===== src/sv/tbb_pkg.sv =====
// Package for the timer bank: table entry layout, command and result codes,
// and the sequencer states. No dependencies.
`default_nettype none
package tbb_pkg;

    typedef enum logic [1:0] {
        CMD_TICK   = 2'd0,
        CMD_DELAY  = 2'd1,
        CMD_REPEAT = 2'd2,
        CMD_STOP   = 2'd3
    } tbb_cmd_t;

    localparam logic [2:0] KIND_DELAY_FIRED  = 3'd0;
    localparam logic [2:0] KIND_REPEAT_FIRED = 3'd1;
    localparam logic [2:0] KIND_ACCEPTED     = 3'd2;
    localparam logic [2:0] KIND_FULL         = 3'd3;
    localparam logic [2:0] KIND_NOT_FOUND    = 3'd4;

    typedef struct packed {
        logic [31:0] start;
        logic [30:0] length;
        logic        act;
        logic [7:0]  tag;
    } tbb_entry_t;

    localparam int EntryBits = $bits(tbb_entry_t);

    typedef enum logic [3:0] {
        ST_IDLE,
        ST_D_RD,
        ST_D_CHK,
        ST_D_SH_RD,
        ST_D_SH_WR,
        ST_R_RD,
        ST_R_CHK,
        ST_S_RD,
        ST_S_CHK,
        ST_S_SH_RD,
        ST_S_SH_WR,
        ST_FIN
    } tbb_state_t;

endpackage
`default_nettype wire


===== src/sv/tbb_ram.sv =====
// Single-port-write, single-port-read synchronous RAM, registered read data.
// No dependencies.
`default_nettype none
module tbb_ram #(
    parameter int DEPTH = 16,
    parameter int AW    = 4,
    parameter int W     = 72
) (
    input  wire logic          clk,
    input  wire logic          we,
    input  wire logic [AW-1:0] waddr,
    input  wire logic [W-1:0]  wdata,
    input  wire logic [AW-1:0] raddr,
    output logic      [W-1:0]  rdata
);

    logic [W-1:0] mem [DEPTH];

    always_ff @(posedge clk)
    begin
        if (we)
        begin
            mem[waddr] <= wdata;
        end
        rdata <= mem[raddr];
    end

endmodule
`default_nettype wire


===== src/sv/one_shot_and_periodic_timer_bank.sv =====
// Timer bank top level: command sequencer over the delay and repeat tables.
// Depends on tbb_pkg and tbb_ram.
`default_nettype none
// Create commands answer in the cycle after the request; a full table is
// reported the same way. Stop scans the repeat table entry by entry and
// then moves each later entry up. A tick scans the delay table, moves up
// the entries after the first expired one, then scans the repeat table;
// each step is one read of a table RAM and a state that uses its data.
// Reset clears time, counts and control state; table contents are not
// cleared. The receiver cannot stall: each result shows for one cycle.
module one_shot_and_periodic_timer_bank #(
    parameter int DELAY_SLOTS  = 16,
    parameter int REPEAT_SLOTS = 16
) (
    input  wire logic        clk,
    input  wire logic        rst_n,
    input  wire logic        start,
    output logic             busy,
    input  wire logic [1:0]  cmd,
    input  wire logic [30:0] amount,
    input  wire logic [7:0]  tag,
    input  wire logic        has_action,
    output logic             strobe,
    output logic      [2:0]  kind,
    output logic      [7:0]  event_tag,
    output logic             last
);
    import tbb_pkg::*;

    localparam int DCW = $clog2(DELAY_SLOTS + 1);
    localparam int RCW = $clog2(REPEAT_SLOTS + 1);
    localparam int DAW = (DELAY_SLOTS > 1) ? $clog2(DELAY_SLOTS) : 1;
    localparam int RAW = (REPEAT_SLOTS > 1) ? $clog2(REPEAT_SLOTS) : 1;
    // one index serves both tables
    localparam int CW  = (DCW > RCW) ? DCW : RCW;

    tbb_state_t state_reg, state_next;
    logic [31:0]  time_reg, time_next;
    logic [DCW-1:0] dcount_reg, dcount_next;
    logic [RCW-1:0] rcount_reg, rcount_next;
    logic [CW-1:0]  idx_reg, idx_next, idx_inc;
    logic [7:0]     stag_reg, stag_next;
    logic           pend_v_reg, pend_v_next;
    logic [2:0]     pend_k_reg, pend_k_next;
    logic [7:0]     pend_t_reg, pend_t_next;
    logic           out_v_reg, out_v_next;
    logic [2:0]     out_k_reg, out_k_next;
    logic [7:0]     out_t_reg, out_t_next;
    logic           out_l_reg, out_l_next;

    // new result found this cycle
    logic           res_v;
    logic [2:0]     res_k;
    logic [7:0]     res_t;

    logic           dwe, rwe;
    logic [DAW-1:0] dwaddr, draddr;
    logic [RAW-1:0] rwaddr, rraddr;
    tbb_entry_t     dwdata, rwdata, drdata, rrdata, new_entry;
    logic [31:0]    d_elapsed, r_elapsed;
    logic           d_expired, r_expired;

    tbb_ram #(.DEPTH(DELAY_SLOTS), .AW(DAW), .W(EntryBits)) u_dram (
        .clk   (clk),
        .we    (dwe),
        .waddr (dwaddr),
        .wdata (dwdata),
        .raddr (draddr),
        .rdata (drdata)
    );

    tbb_ram #(.DEPTH(REPEAT_SLOTS), .AW(RAW), .W(EntryBits)) u_rram (
        .clk   (clk),
        .we    (rwe),
        .waddr (rwaddr),
        .wdata (rwdata),
        .raddr (rraddr),
        .rdata (rrdata)
    );

    assign idx_inc   = idx_reg + CW'(1);
    // elapsed time wraps modulo 2^32, then compares unsigned with the length
    assign d_elapsed = time_reg - drdata.start;
    assign r_elapsed = time_reg - rrdata.start;
    assign d_expired = d_elapsed >= {1'b0, drdata.length};
    assign r_expired = r_elapsed >= {1'b0, rrdata.length};

    assign new_entry = '{start: time_reg, length: amount, act: has_action, tag: tag};

    assign busy      = (state_reg != ST_IDLE);
    assign strobe    = out_v_reg;
    assign kind      = out_k_reg;
    assign event_tag = out_t_reg;
    assign last      = out_l_reg;

    always_ff @(posedge clk or negedge rst_n)
    begin
        if (!rst_n)
        begin
            state_reg  <= ST_IDLE;
            time_reg   <= '0;
            dcount_reg <= '0;
            rcount_reg <= '0;
            idx_reg    <= '0;
            pend_v_reg <= 1'b0;
            out_v_reg  <= 1'b0;
        end
        else
        begin
            state_reg  <= state_next;
            time_reg   <= time_next;
            dcount_reg <= dcount_next;
            rcount_reg <= rcount_next;
            idx_reg    <= idx_next;
            pend_v_reg <= pend_v_next;
            out_v_reg  <= out_v_next;
        end
    end

    // payload registers
    always_ff @(posedge clk)
    begin
        stag_reg   <= stag_next;
        pend_k_reg <= pend_k_next;
        pend_t_reg <= pend_t_next;
        out_k_reg  <= out_k_next;
        out_t_reg  <= out_t_next;
        out_l_reg  <= out_l_next;
    end

    always_comb
    begin
        state_next  = state_reg;
        time_next   = time_reg;
        dcount_next = dcount_reg;
        rcount_next = rcount_reg;
        idx_next    = idx_reg;
        stag_next   = stag_reg;
        pend_v_next = pend_v_reg;
        pend_k_next = pend_k_reg;
        pend_t_next = pend_t_reg;
        out_v_next  = 1'b0;
        out_k_next  = out_k_reg;
        out_t_next  = out_t_reg;
        out_l_next  = out_l_reg;
        res_v       = 1'b0;
        res_k       = KIND_ACCEPTED;
        res_t       = stag_reg;
        dwe         = 1'b0;
        rwe         = 1'b0;
        dwaddr      = idx_reg[DAW-1:0];
        rwaddr      = idx_reg[RAW-1:0];
        draddr      = idx_reg[DAW-1:0];
        rraddr      = idx_reg[RAW-1:0];
        dwdata      = drdata;
        rwdata      = rrdata;

        unique case (state_reg)
            ST_IDLE:
            begin
                if (start)
                begin
                    stag_next = tag;
                    idx_next  = '0;
                    unique case (tbb_cmd_t'(cmd))
                        CMD_TICK:
                        begin
                            time_next = time_reg + 32'd1;
                            if (dcount_reg != '0)
                                state_next = ST_D_RD;
                            else if (rcount_reg != '0)
                                state_next = ST_R_RD;
                            else
                                state_next = ST_FIN;
                        end
                        CMD_DELAY:
                        begin
                            out_v_next = 1'b1;
                            out_t_next = tag;
                            out_l_next = 1'b1;
                            if (dcount_reg >= DCW'(DELAY_SLOTS))
                                out_k_next = KIND_FULL;
                            else
                            begin
                                out_k_next  = KIND_ACCEPTED;
                                dwe         = 1'b1;
                                dwaddr      = dcount_reg[DAW-1:0];
                                dwdata      = new_entry;
                                dcount_next = dcount_reg + DCW'(1);
                            end
                        end
                        CMD_REPEAT:
                        begin
                            out_v_next = 1'b1;
                            out_t_next = tag;
                            out_l_next = 1'b1;
                            if (rcount_reg >= RCW'(REPEAT_SLOTS))
                                out_k_next = KIND_FULL;
                            else
                            begin
                                out_k_next  = KIND_ACCEPTED;
                                rwe         = 1'b1;
                                rwaddr      = rcount_reg[RAW-1:0];
                                rwdata      = new_entry;
                                rcount_next = rcount_reg + RCW'(1);
                            end
                        end
                        CMD_STOP:
                        begin
                            if (rcount_reg != '0)
                                state_next = ST_S_RD;
                            else
                            begin
                                out_v_next = 1'b1;
                                out_k_next = KIND_NOT_FOUND;
                                out_t_next = tag;
                                out_l_next = 1'b1;
                            end
                        end
                        default: ;
                    endcase
                end
            end
            ST_D_RD:
            begin
                state_next = ST_D_CHK;
            end
            ST_D_CHK:
            begin
                if (d_expired)
                begin
                    // first expired delay: drop it and close the gap
                    res_v       = drdata.act;
                    res_k       = KIND_DELAY_FIRED;
                    res_t       = drdata.tag;
                    dcount_next = dcount_reg - DCW'(1);
                    if (idx_inc < CW'(dcount_reg))
                        state_next = ST_D_SH_RD;
                    else
                    begin
                        idx_next   = '0;
                        state_next = (rcount_reg != '0) ? ST_R_RD : ST_FIN;
                    end
                end
                else if (idx_inc < CW'(dcount_reg))
                begin
                    idx_next   = idx_inc;
                    state_next = ST_D_RD;
                end
                else
                begin
                    idx_next   = '0;
                    state_next = (rcount_reg != '0) ? ST_R_RD : ST_FIN;
                end
            end
            ST_D_SH_RD:
            begin
                draddr     = idx_inc[DAW-1:0];
                state_next = ST_D_SH_WR;
            end
            ST_D_SH_WR:
            begin
                dwe    = 1'b1;
                dwdata = drdata;
                if (idx_inc < CW'(dcount_reg))
                begin
                    idx_next   = idx_inc;
                    state_next = ST_D_SH_RD;
                end
                else
                begin
                    idx_next   = '0;
                    state_next = (rcount_reg != '0) ? ST_R_RD : ST_FIN;
                end
            end
            ST_R_RD:
            begin
                state_next = ST_R_CHK;
            end
            ST_R_CHK:
            begin
                if (r_expired)
                begin
                    res_v  = rrdata.act;
                    res_k  = KIND_REPEAT_FIRED;
                    res_t  = rrdata.tag;
                    rwe    = 1'b1;
                    rwdata = '{start: time_reg, length: rrdata.length,
                               act: rrdata.act, tag: rrdata.tag};
                end
                idx_next   = idx_inc;
                state_next = (idx_inc < CW'(rcount_reg)) ? ST_R_RD : ST_FIN;
            end
            ST_S_RD:
            begin
                state_next = ST_S_CHK;
            end
            ST_S_CHK:
            begin
                if (rrdata.tag == stag_reg)
                begin
                    res_v       = 1'b1;
                    res_k       = KIND_ACCEPTED;
                    rcount_next = rcount_reg - RCW'(1);
                    state_next  = (idx_inc < CW'(rcount_reg)) ? ST_S_SH_RD : ST_FIN;
                end
                else if (idx_inc < CW'(rcount_reg))
                begin
                    idx_next   = idx_inc;
                    state_next = ST_S_RD;
                end
                else
                begin
                    res_v      = 1'b1;
                    res_k      = KIND_NOT_FOUND;
                    state_next = ST_FIN;
                end
            end
            ST_S_SH_RD:
            begin
                rraddr     = idx_inc[RAW-1:0];
                state_next = ST_S_SH_WR;
            end
            ST_S_SH_WR:
            begin
                rwe    = 1'b1;
                rwdata = rrdata;
                if (idx_inc < CW'(rcount_reg))
                begin
                    idx_next   = idx_inc;
                    state_next = ST_S_SH_RD;
                end
                else
                    state_next = ST_FIN;
            end
            ST_FIN:
            begin
                // release the held result as the final one
                if (pend_v_reg)
                begin
                    out_v_next = 1'b1;
                    out_k_next = pend_k_reg;
                    out_t_next = pend_t_reg;
                    out_l_next = 1'b1;
                end
                pend_v_next = 1'b0;
                state_next  = ST_IDLE;
            end
            default:
                state_next = ST_IDLE;
        endcase

        // hold each new result in the pend registers so the final one can carry last
        if (res_v)
        begin
            if (pend_v_reg)
            begin
                out_v_next = 1'b1;
                out_k_next = pend_k_reg;
                out_t_next = pend_t_reg;
                out_l_next = 1'b0;
            end
            pend_v_next = 1'b1;
            pend_k_next = res_k;
            pend_t_next = res_t;
        end
    end

    a_dcount_range: assert property (@(posedge clk) disable iff (!rst_n)
        dcount_reg <= DCW'(DELAY_SLOTS))
        else $error("delay count beyond table size");

    a_rcount_range: assert property (@(posedge clk) disable iff (!rst_n)
        rcount_reg <= RCW'(REPEAT_SLOTS))
        else $error("repeat count beyond table size");

    a_last_clears: assert property (@(posedge clk) disable iff (!rst_n)
        (strobe && last) |-> !pend_v_reg)
        else $error("result still held after final result");

    a_idle_no_pend: assert property (@(posedge clk) disable iff (!rst_n)
        (state_reg == ST_IDLE) |-> !pend_v_reg)
        else $error("held result left over in idle");

    a_scan_nonempty: assert property (@(posedge clk) disable iff (!rst_n)
        (state_reg == ST_S_RD) |-> (rcount_reg != '0))
        else $error("stop scan over empty repeat table");

endmodule
`default_nettype wire


===== config.mk =====
export PLATFORM = sky130hd
export DESIGN_NAME = one_shot_and_periodic_timer_bank
export DESIGN_NICKNAME = d
export VERILOG_FILES = /design/src/sv/tbb_pkg.sv /design/src/sv/tbb_ram.sv /design/src/sv/one_shot_and_periodic_timer_bank.sv
export SDC_FILE = /design/constraint.sdc
export NUM_CORES = 2
export LEC_CHECK = 0
export ABC_CLOCK_PERIOD_IN_PS = 20600
export CORE_AREA = 2 2 476 478
export CTS_CLUSTER_DIAMETER = 120
export DETAILED_ROUTE_END_ITERATION = 8
export DIE_AREA = 0 0 478 480
export DONT_BUFFER_PORTS = 1
export GPL_ROUTABILITY_DRIVEN = 0
export GPL_TIMING_DRIVEN = 0
export PLACE_DENSITY = 0.62
export SYNTH_ARGS = -nofsm -noshare
export SYNTH_HDL_FRONTEND = slang
export SYNTH_SLANG_ARGS = --single-unit

===== constraint.sdc =====
create_clock -name clk -period 20.6 [get_ports clk]
set_input_delay 1.03 -clock clk [delete_from_list [all_inputs] [get_ports clk]]
set_output_delay 1.03 -clock clk [all_outputs]
set_load 0.02 [all_outputs]

## Word-level counts from Yosys, hierarchy flattened

Memory sizes are Yosys's and may differ from the RTL's. A register that Yosys moved wholly into a read port is not among the register bits.
Cells that the tools add are included.

- Bits in registers: 84
- Bits in latches: 0
- Bits in writable memories: 2,304
- Bits in read-only memories: 0
- Input bits: 45
- Output and inout port bits: 14
- Logic and storage cells: 178
- Memories kept: 2

- Add/sub/neg operators: 8
- Multiply operators: 0
- Div/mod/pow operators: 0
- Order comparisons: 6
- Equality and inequality tests: 26
- Shift operators: 0
- Mux-type cells: 107
- Bitwise gates (word level): 0
- Reduce and logical (&&, ||, !) cells: 16

Memories:

| memory | depth | width | read ports | clocked after Yosys merged registers in | write ports | line | source |
|---|---|---|---|---|---|---|---|
| u_dram.mem | 16 | 72 | 1 | 1 | 1 | tbb_ram.sv:17 | `logic [W-1:0] mem [DEPTH];` |
| u_rram.mem | 16 | 72 | 1 | 1 | 1 | tbb_ram.sv:17 |  |

Operator list:

| kind | count |
|---|---|
| 2-to-1 mux 72 bit | 8 |
| case mux 72 bit (2 select lines) | 1 |
| 2-to-1 mux 4 bit | 20 |
| 2-to-1 mux 5 bit | 14 |
| greater-or-equal comparator 32 x 31 -> 1 bit | 2 |
| subtractor 32 bit | 2 |
| 2-to-1 mux 8 bit | 7 |
| case mux 8 bit (2 select lines) | 3 |
| case mux 4 bit (11 select lines) | 1 |
| adder 32 x 1 -> 32 bit, second input constant | 1 |
| case mux 5 bit (6 select lines) | 1 |
| 2-to-1 mux 1 bit | 29 |
| 2-to-1 mux 3 bit | 7 |
| case mux 5 bit (2 select lines) | 2 |
| case mux 3 bit (3 select lines) | 2 |
| == test 4 x 3 -> 1 bit, second input constant | 4 |
| == test 4 bit, second input constant | 4 |
| adder 5 x 1 -> 5 bit, second input constant | 3 |
| != test 2 bit, second input constant | 6 |
| greater-or-equal comparator 5 bit, second input constant | 2 |
| < comparator 5 bit | 2 |
| case mux 1 bit (2 select lines) | 5 |
| AND reduction 5 bit | 2 |
| nonzero test 5 bit | 2 |
| other kinds (22) | 33 |

## Depth between registers and ports, before layout

- Word-level depth: 7
- Gate-level depth with buffers: 28
- Gate-level depth less buffers: 26

## Modules after synthesis

From an unflattened synthesis, not the netlist that was laid out.

- Cell total of the unflattened synthesis: 5,092
- Area, all modules: 100,226.1 um2

Modules (own cells, without submodules):

| module | times used | cells each | area each (um2) | seq. area each (um2) |
|---|---|---|---|---|
| tbb_ram | 2 | 1,850 | 44,550.2 | 36,034.6 |
| one_shot_and_periodic_timer_bank | 1 | 1,392 | 11,125.7 | 2,137.0 |

## Worst setup path before layout

Ideal clock, no wire load.

- Kind: reg2reg
- Start: reg time_reg[0]
- End: mem u_rram.mem[0][0], enable pin
- Setup time: 0.526 ns
- Arrival time: 8.375 ns
- Required time: 20.074 ns
- Setup slack: 11.699 ns
- Cell stages (with the launch flop): 23
- Buffers on the path: 0
- Clock period less this slack: 8.901 ns
- Path through: dfrtp_1 > inv_1 > ha_1 > inv_1 > fa_1 > a211oi_1 > o21bai_1 > a221o_1 > a2111oi_0 > nor2_1 > a211o_1 > a21oi_1 > xnor2_1 > ha_1 > nand2_1 > o21ai_0 > o2111ai_1 > a2111oi_0 > nor3_1 > mux2i_2 > a22oi_1 > or3_1 > a21oi_1

- Longest elaborated chain between the ends: 6

RTL lines:

| what | line | source |
|---|---|---|
| from (decl) | one_shot_and_periodic_timer_bank.sv:38 | `logic [31:0] time_reg, time_next;` |
| from (signal assigned) | one_shot_and_periodic_timer_bank.sv:111 | `time_reg <= time_next;` |
| subtractor 32 bit | one_shot_and_periodic_timer_bank.sv:84 | `assign r_elapsed = time_reg - rrdata.start;` |
| greater-or-equal comparator 32 x 31 -> 1 bit | one_shot_and_periodic_timer_bank.sv:86 | `assign r_expired = r_elapsed >= {1'b0, rrdata.length};` |
| 2-to-1 mux 1 bit | one_shot_and_periodic_timer_bank.sv:282 | `if (r_expired)` |
| case mux 1 bit (3 select lines) | one_shot_and_periodic_timer_bank.sv:158 | `unique case (state_reg)` |
| 2-to-1 mux 1 bit | tbb_ram.sv:21 | `if (we)` |
| 2-to-1 mux 1 bit (not written as such) | tbb_ram.sv:23 | `mem[waddr] <= wdata;` |
| to (decl) | tbb_ram.sv:17 |  |

Every way passes these cells.

## Final worst setup path

- Start: reg time_reg[0]
- End: mem u_rram.mem[8][35], enable pin

Same word-level chain as after synthesis.

==> impl_metrics.ini <==
[status]
status = finished, final reports clean

[route]
drc = 0
viasPerCell = 5.97
post_drt_wl_per_cell_um = 30.8
drtAntennaViolNets = 0
drt-initial-drc-count = 5912
vias = 50600
drt_first_pass_iters = 6
wl_mm = 261

[clock_network]
cts_tree = done
numCtsBuffers = 275
postCtsSetupBuffers = 0
clock_latency_ns = 0.93
clockRootBuffer = clkbuf_16
cts.repair.resized = 0
htreeDepth = 5
clk_pin_slew_ns = 0.06
cts_sinks = 2532
clk_path_buf_depth = 4
cts_hold_buf = 2

[timing]
worstMarginPinSlew_ns = 1.32
finalHoldViolCount = 0
drv_slew = 0
fin_setup_tns_ns = 0
post-route-period-util = 0.416
finClkSkew_ns = 0.0507
rsz0062_at_grt = no
whs_ns = 0.223
slew_headroom = 0.121
post-route-min-period_ns = 8.57
fmax_mhz = 117
setup_viol = 0

[setup_path]
crit_type = reg2reg
r2r_slack_ns = 12.03
worstPathMaxFanout = 16
endpoint_kind = flop
worstPathArrival_ns = 9.15
required_ns = 21.18
start_kind = flop

[floorplan]
initial_utilization = 0.448
dieArea_mm2 = 0.229
fp.dieW_um = 478
rows = 174
die_y_um = 480
ios = 59
fp.coreArea_mm2 = 0.224

[synthesis]
syn_area_per_cell_um2 = 20.7
synth.yosys.seq_area_share = 0.740
syn_area_mm2 = 0.100
async_flop_share = 0.0209
synth_cell_types = 78
ys_ff_latch = 2532
yosysWarnings = 0
syn_nets = 5028
synth_cells = 4835
synth-edff-count = 2323
synth_ff_type = edfxtp_1

[placement]
post-place-cells = 7964
place_hpwl_mm = 169
port_buffers = 0

[global_routing]
grt_max_degree = 54
grt_usage = 0.227
grt_pass1_wl_mm = 372
grt_overflow = 0
grt_pass1_vias = 51000
antenna_found_initial = 15

[power]
p_per_area_mw_per_mm2 = 133
irDropWorstVdd_mv = 0.0852
p_leak_nw = 38.6

[cells_and_area]
fin_cells = 8469
area_delta_synth_final_pct = 15.3
drive_gt1_frac = 0.256
fin_nets = 5445
reg_top3 = u_dram.mem (1152), u_rram.mem (1152)

[run]
max-cap-violations = 0

[hold_path]
hp-class = in2reg
## worst paths after layout
kind / to / depth (start not counted) / startpoint
min in group asynchronous: idx_reg[3]$_DFFE_PN0P_ / 2 / rst_n
max reg2reg: u_rram.mem[8][35]$_DFFE_PP_ / 25 / time_reg[0]$_DFFE_PN0P_
min: stag_reg[0]$_DFFE_PP_ / 0 / tag[0]
max in group asynchronous: time_reg[6]$_DFFE_PN0P_ / 2 / rst_n
min reg2reg: event_tag[7]$_DFF_P_ / 1 / pend_t_reg[7]$_DFFE_PP_
max: u_rram.mem[8][35]$_DFFE_PP_ / 25 / time_reg[0]$_DFFE_PN0P_
## cell usage after synthesis (all sizes together), types with 5 or more instances
| master | number | share of area |
|---|---|---|
| a211oi | 12 | 0.00090 |
| a21o | 33 | 0.0025 |
| a21oi | 123 | 0.0062 |
| a22o | 5 | 0.00044 |
| a22oi | 19 | 0.0014 |
| a31oi | 10 | 0.00062 |
| and2 | 9 | 0.00056 |
| and3 | 14 | 0.00087 |
| and4 | 5 | 0.00044 |
| buf | 76 | 0.0041 |
| clkbuf | 128 | 0.0048 |
| dfrtp | 53 | 0.013 |
| dfxtp | 156 | 0.031 |
| edfxtp | 2323 | 0.70 |
| ha | 144 | 0.018 |
| inv | 165 | 0.0062 |
| mux2 | 45 | 0.0062 |
| mux4 | 720 | 0.16 |
| nand2 | 217 | 0.0081 |
| nand2b | 13 | 0.00089 |
| nand3 | 39 | 0.0019 |
| nand4 | 23 | 0.0014 |
| nor2 | 101 | 0.0038 |
| nor2b | 9 | 0.00056 |
| nor3 | 21 | 0.0011 |
| nor4 | 7 | 0.00044 |
| o211ai | 5 | 0.00037 |
| o21a | 8 | 0.00060 |
| o21ai | 142 | 0.0071 |
| o21bai | 19 | 0.0014 |
| o2bb2ai | 10 | 0.00087 |
| xnor2 | 87 | 0.0076 |
| xor2 | 26 | 0.0023 |
## critical path, cell delays in order (launching register included)
cell and delay, ns:
dfrtp_1 0.50, inv_1 0.36, ha_1 0.24, inv_1 0.06, fa_1 0.44, a211oi_1 0.25
o21bai_1 0.13, a221o_1 0.42, a2111oi_0 0.37, nor2_1 0.18, a211o_1 0.28, a21oi_1 0.29
xnor2_1 0.15, ha_1 0.29, nand2_1 0.06, o21ai_0 0.23, o2111ai_1 0.19, a2111oi_0 0.49
nor3b_1 0.13, mux2i_2 0.73, a22oi_1 0.34, or3_1 0.62, a21oi_4 0.72, buf_12 0.27
buf_12 0.20, buf_12 0.22
## placed cells by master (no fill, tap or decap), types with 49 or more instances in the layout
master / synthesis / routed
a21oi_1: 122 / 117
buf_12: 0 / 90
buf_2: 61 / 62
clkbuf_1: 127 / 202
clkbuf_16: 0 / 280
dfrtp_1: 53 / 53
dfxtp_1: 156 / 156
edfxtp_1: 2323 / 2323
ha_1: 144 / 144
inv_1: 164 / 164
mux4_2: 720 / 720
nand2_1: 217 / 217
nor2_1: 100 / 73
o21ai_0: 138 / 49
o21ai_1: 3 / 92
xnor2_1: 87 / 81
## power by group
part           internal (W)  switching, W  total (W)
sequential          0.00669      0.000184    0.00687
clock               0.00276       0.00193    0.00469
combinational       0.00149       0.00231    0.00381
total                0.0109       0.00443     0.0154
## metal layers
metal / share of wire / vias up / global-route usage
met2: 0.49 / 2118 / 0.371
met5: 0 / - / 0
li1: - / 20800 / -
met3: 0.070 / 450 / 0.0369
met4: 0.033 / 0 / 0.0759
met1: 0.41 / 27200 / 0.311
## logic make-up (layout without fill, tap and decap cells)
| family | count (synthesis) | after routing | synth area share |
|---|---|---|---|
| flip-flops | 2532 | 2532 | 0.740 |
| multiplexers | 769 | 769 | 0.168 |
| AND/OR/NAND/NOR | 471 | 471 | 0.0213 |
| AO/OA/AOI/OAI | 431 | 431 | 0.0265 |
| buffers and inverters | 371 | 986 | 0.0151 |
| adder cells (fa/ha/maj) | 148 | 148 | 0.0188 |
| XOR/XNOR | 113 | 113 | 0.00987 |
| other | 0 | 27 | 0 |
## through the flow
stage | cell area [um2] | utilization | setup WS [ns] | total power, W
floorplan | 100000 | - | 11.70 | 0.00946
global placement | 104000 | 0.464 | 4.63 | 0.0106
detailed placement | 107000 | 0.478 | 12.17 | 0.0108
CTS | 116000 | 0.516 | 12.14 | 0.0155
global route | 116000 | 0.516 | 11.67 | 0.0160
finish | 116000 | 0.516 | 12.03 | 0.0154
## area by class of cell
type	count	area, um2
antenna	27	67.6
buffer	204	888
clock buffer	377	7590
clock inverter	98	880
fill	17500	108000
inverter	167	627
multi-input combinational	1932	24900
sequential	2532	74200
tap	2992	3740
timing repair buffer	140	2750
Note: power is estimated with default switching activity, not from simulation.
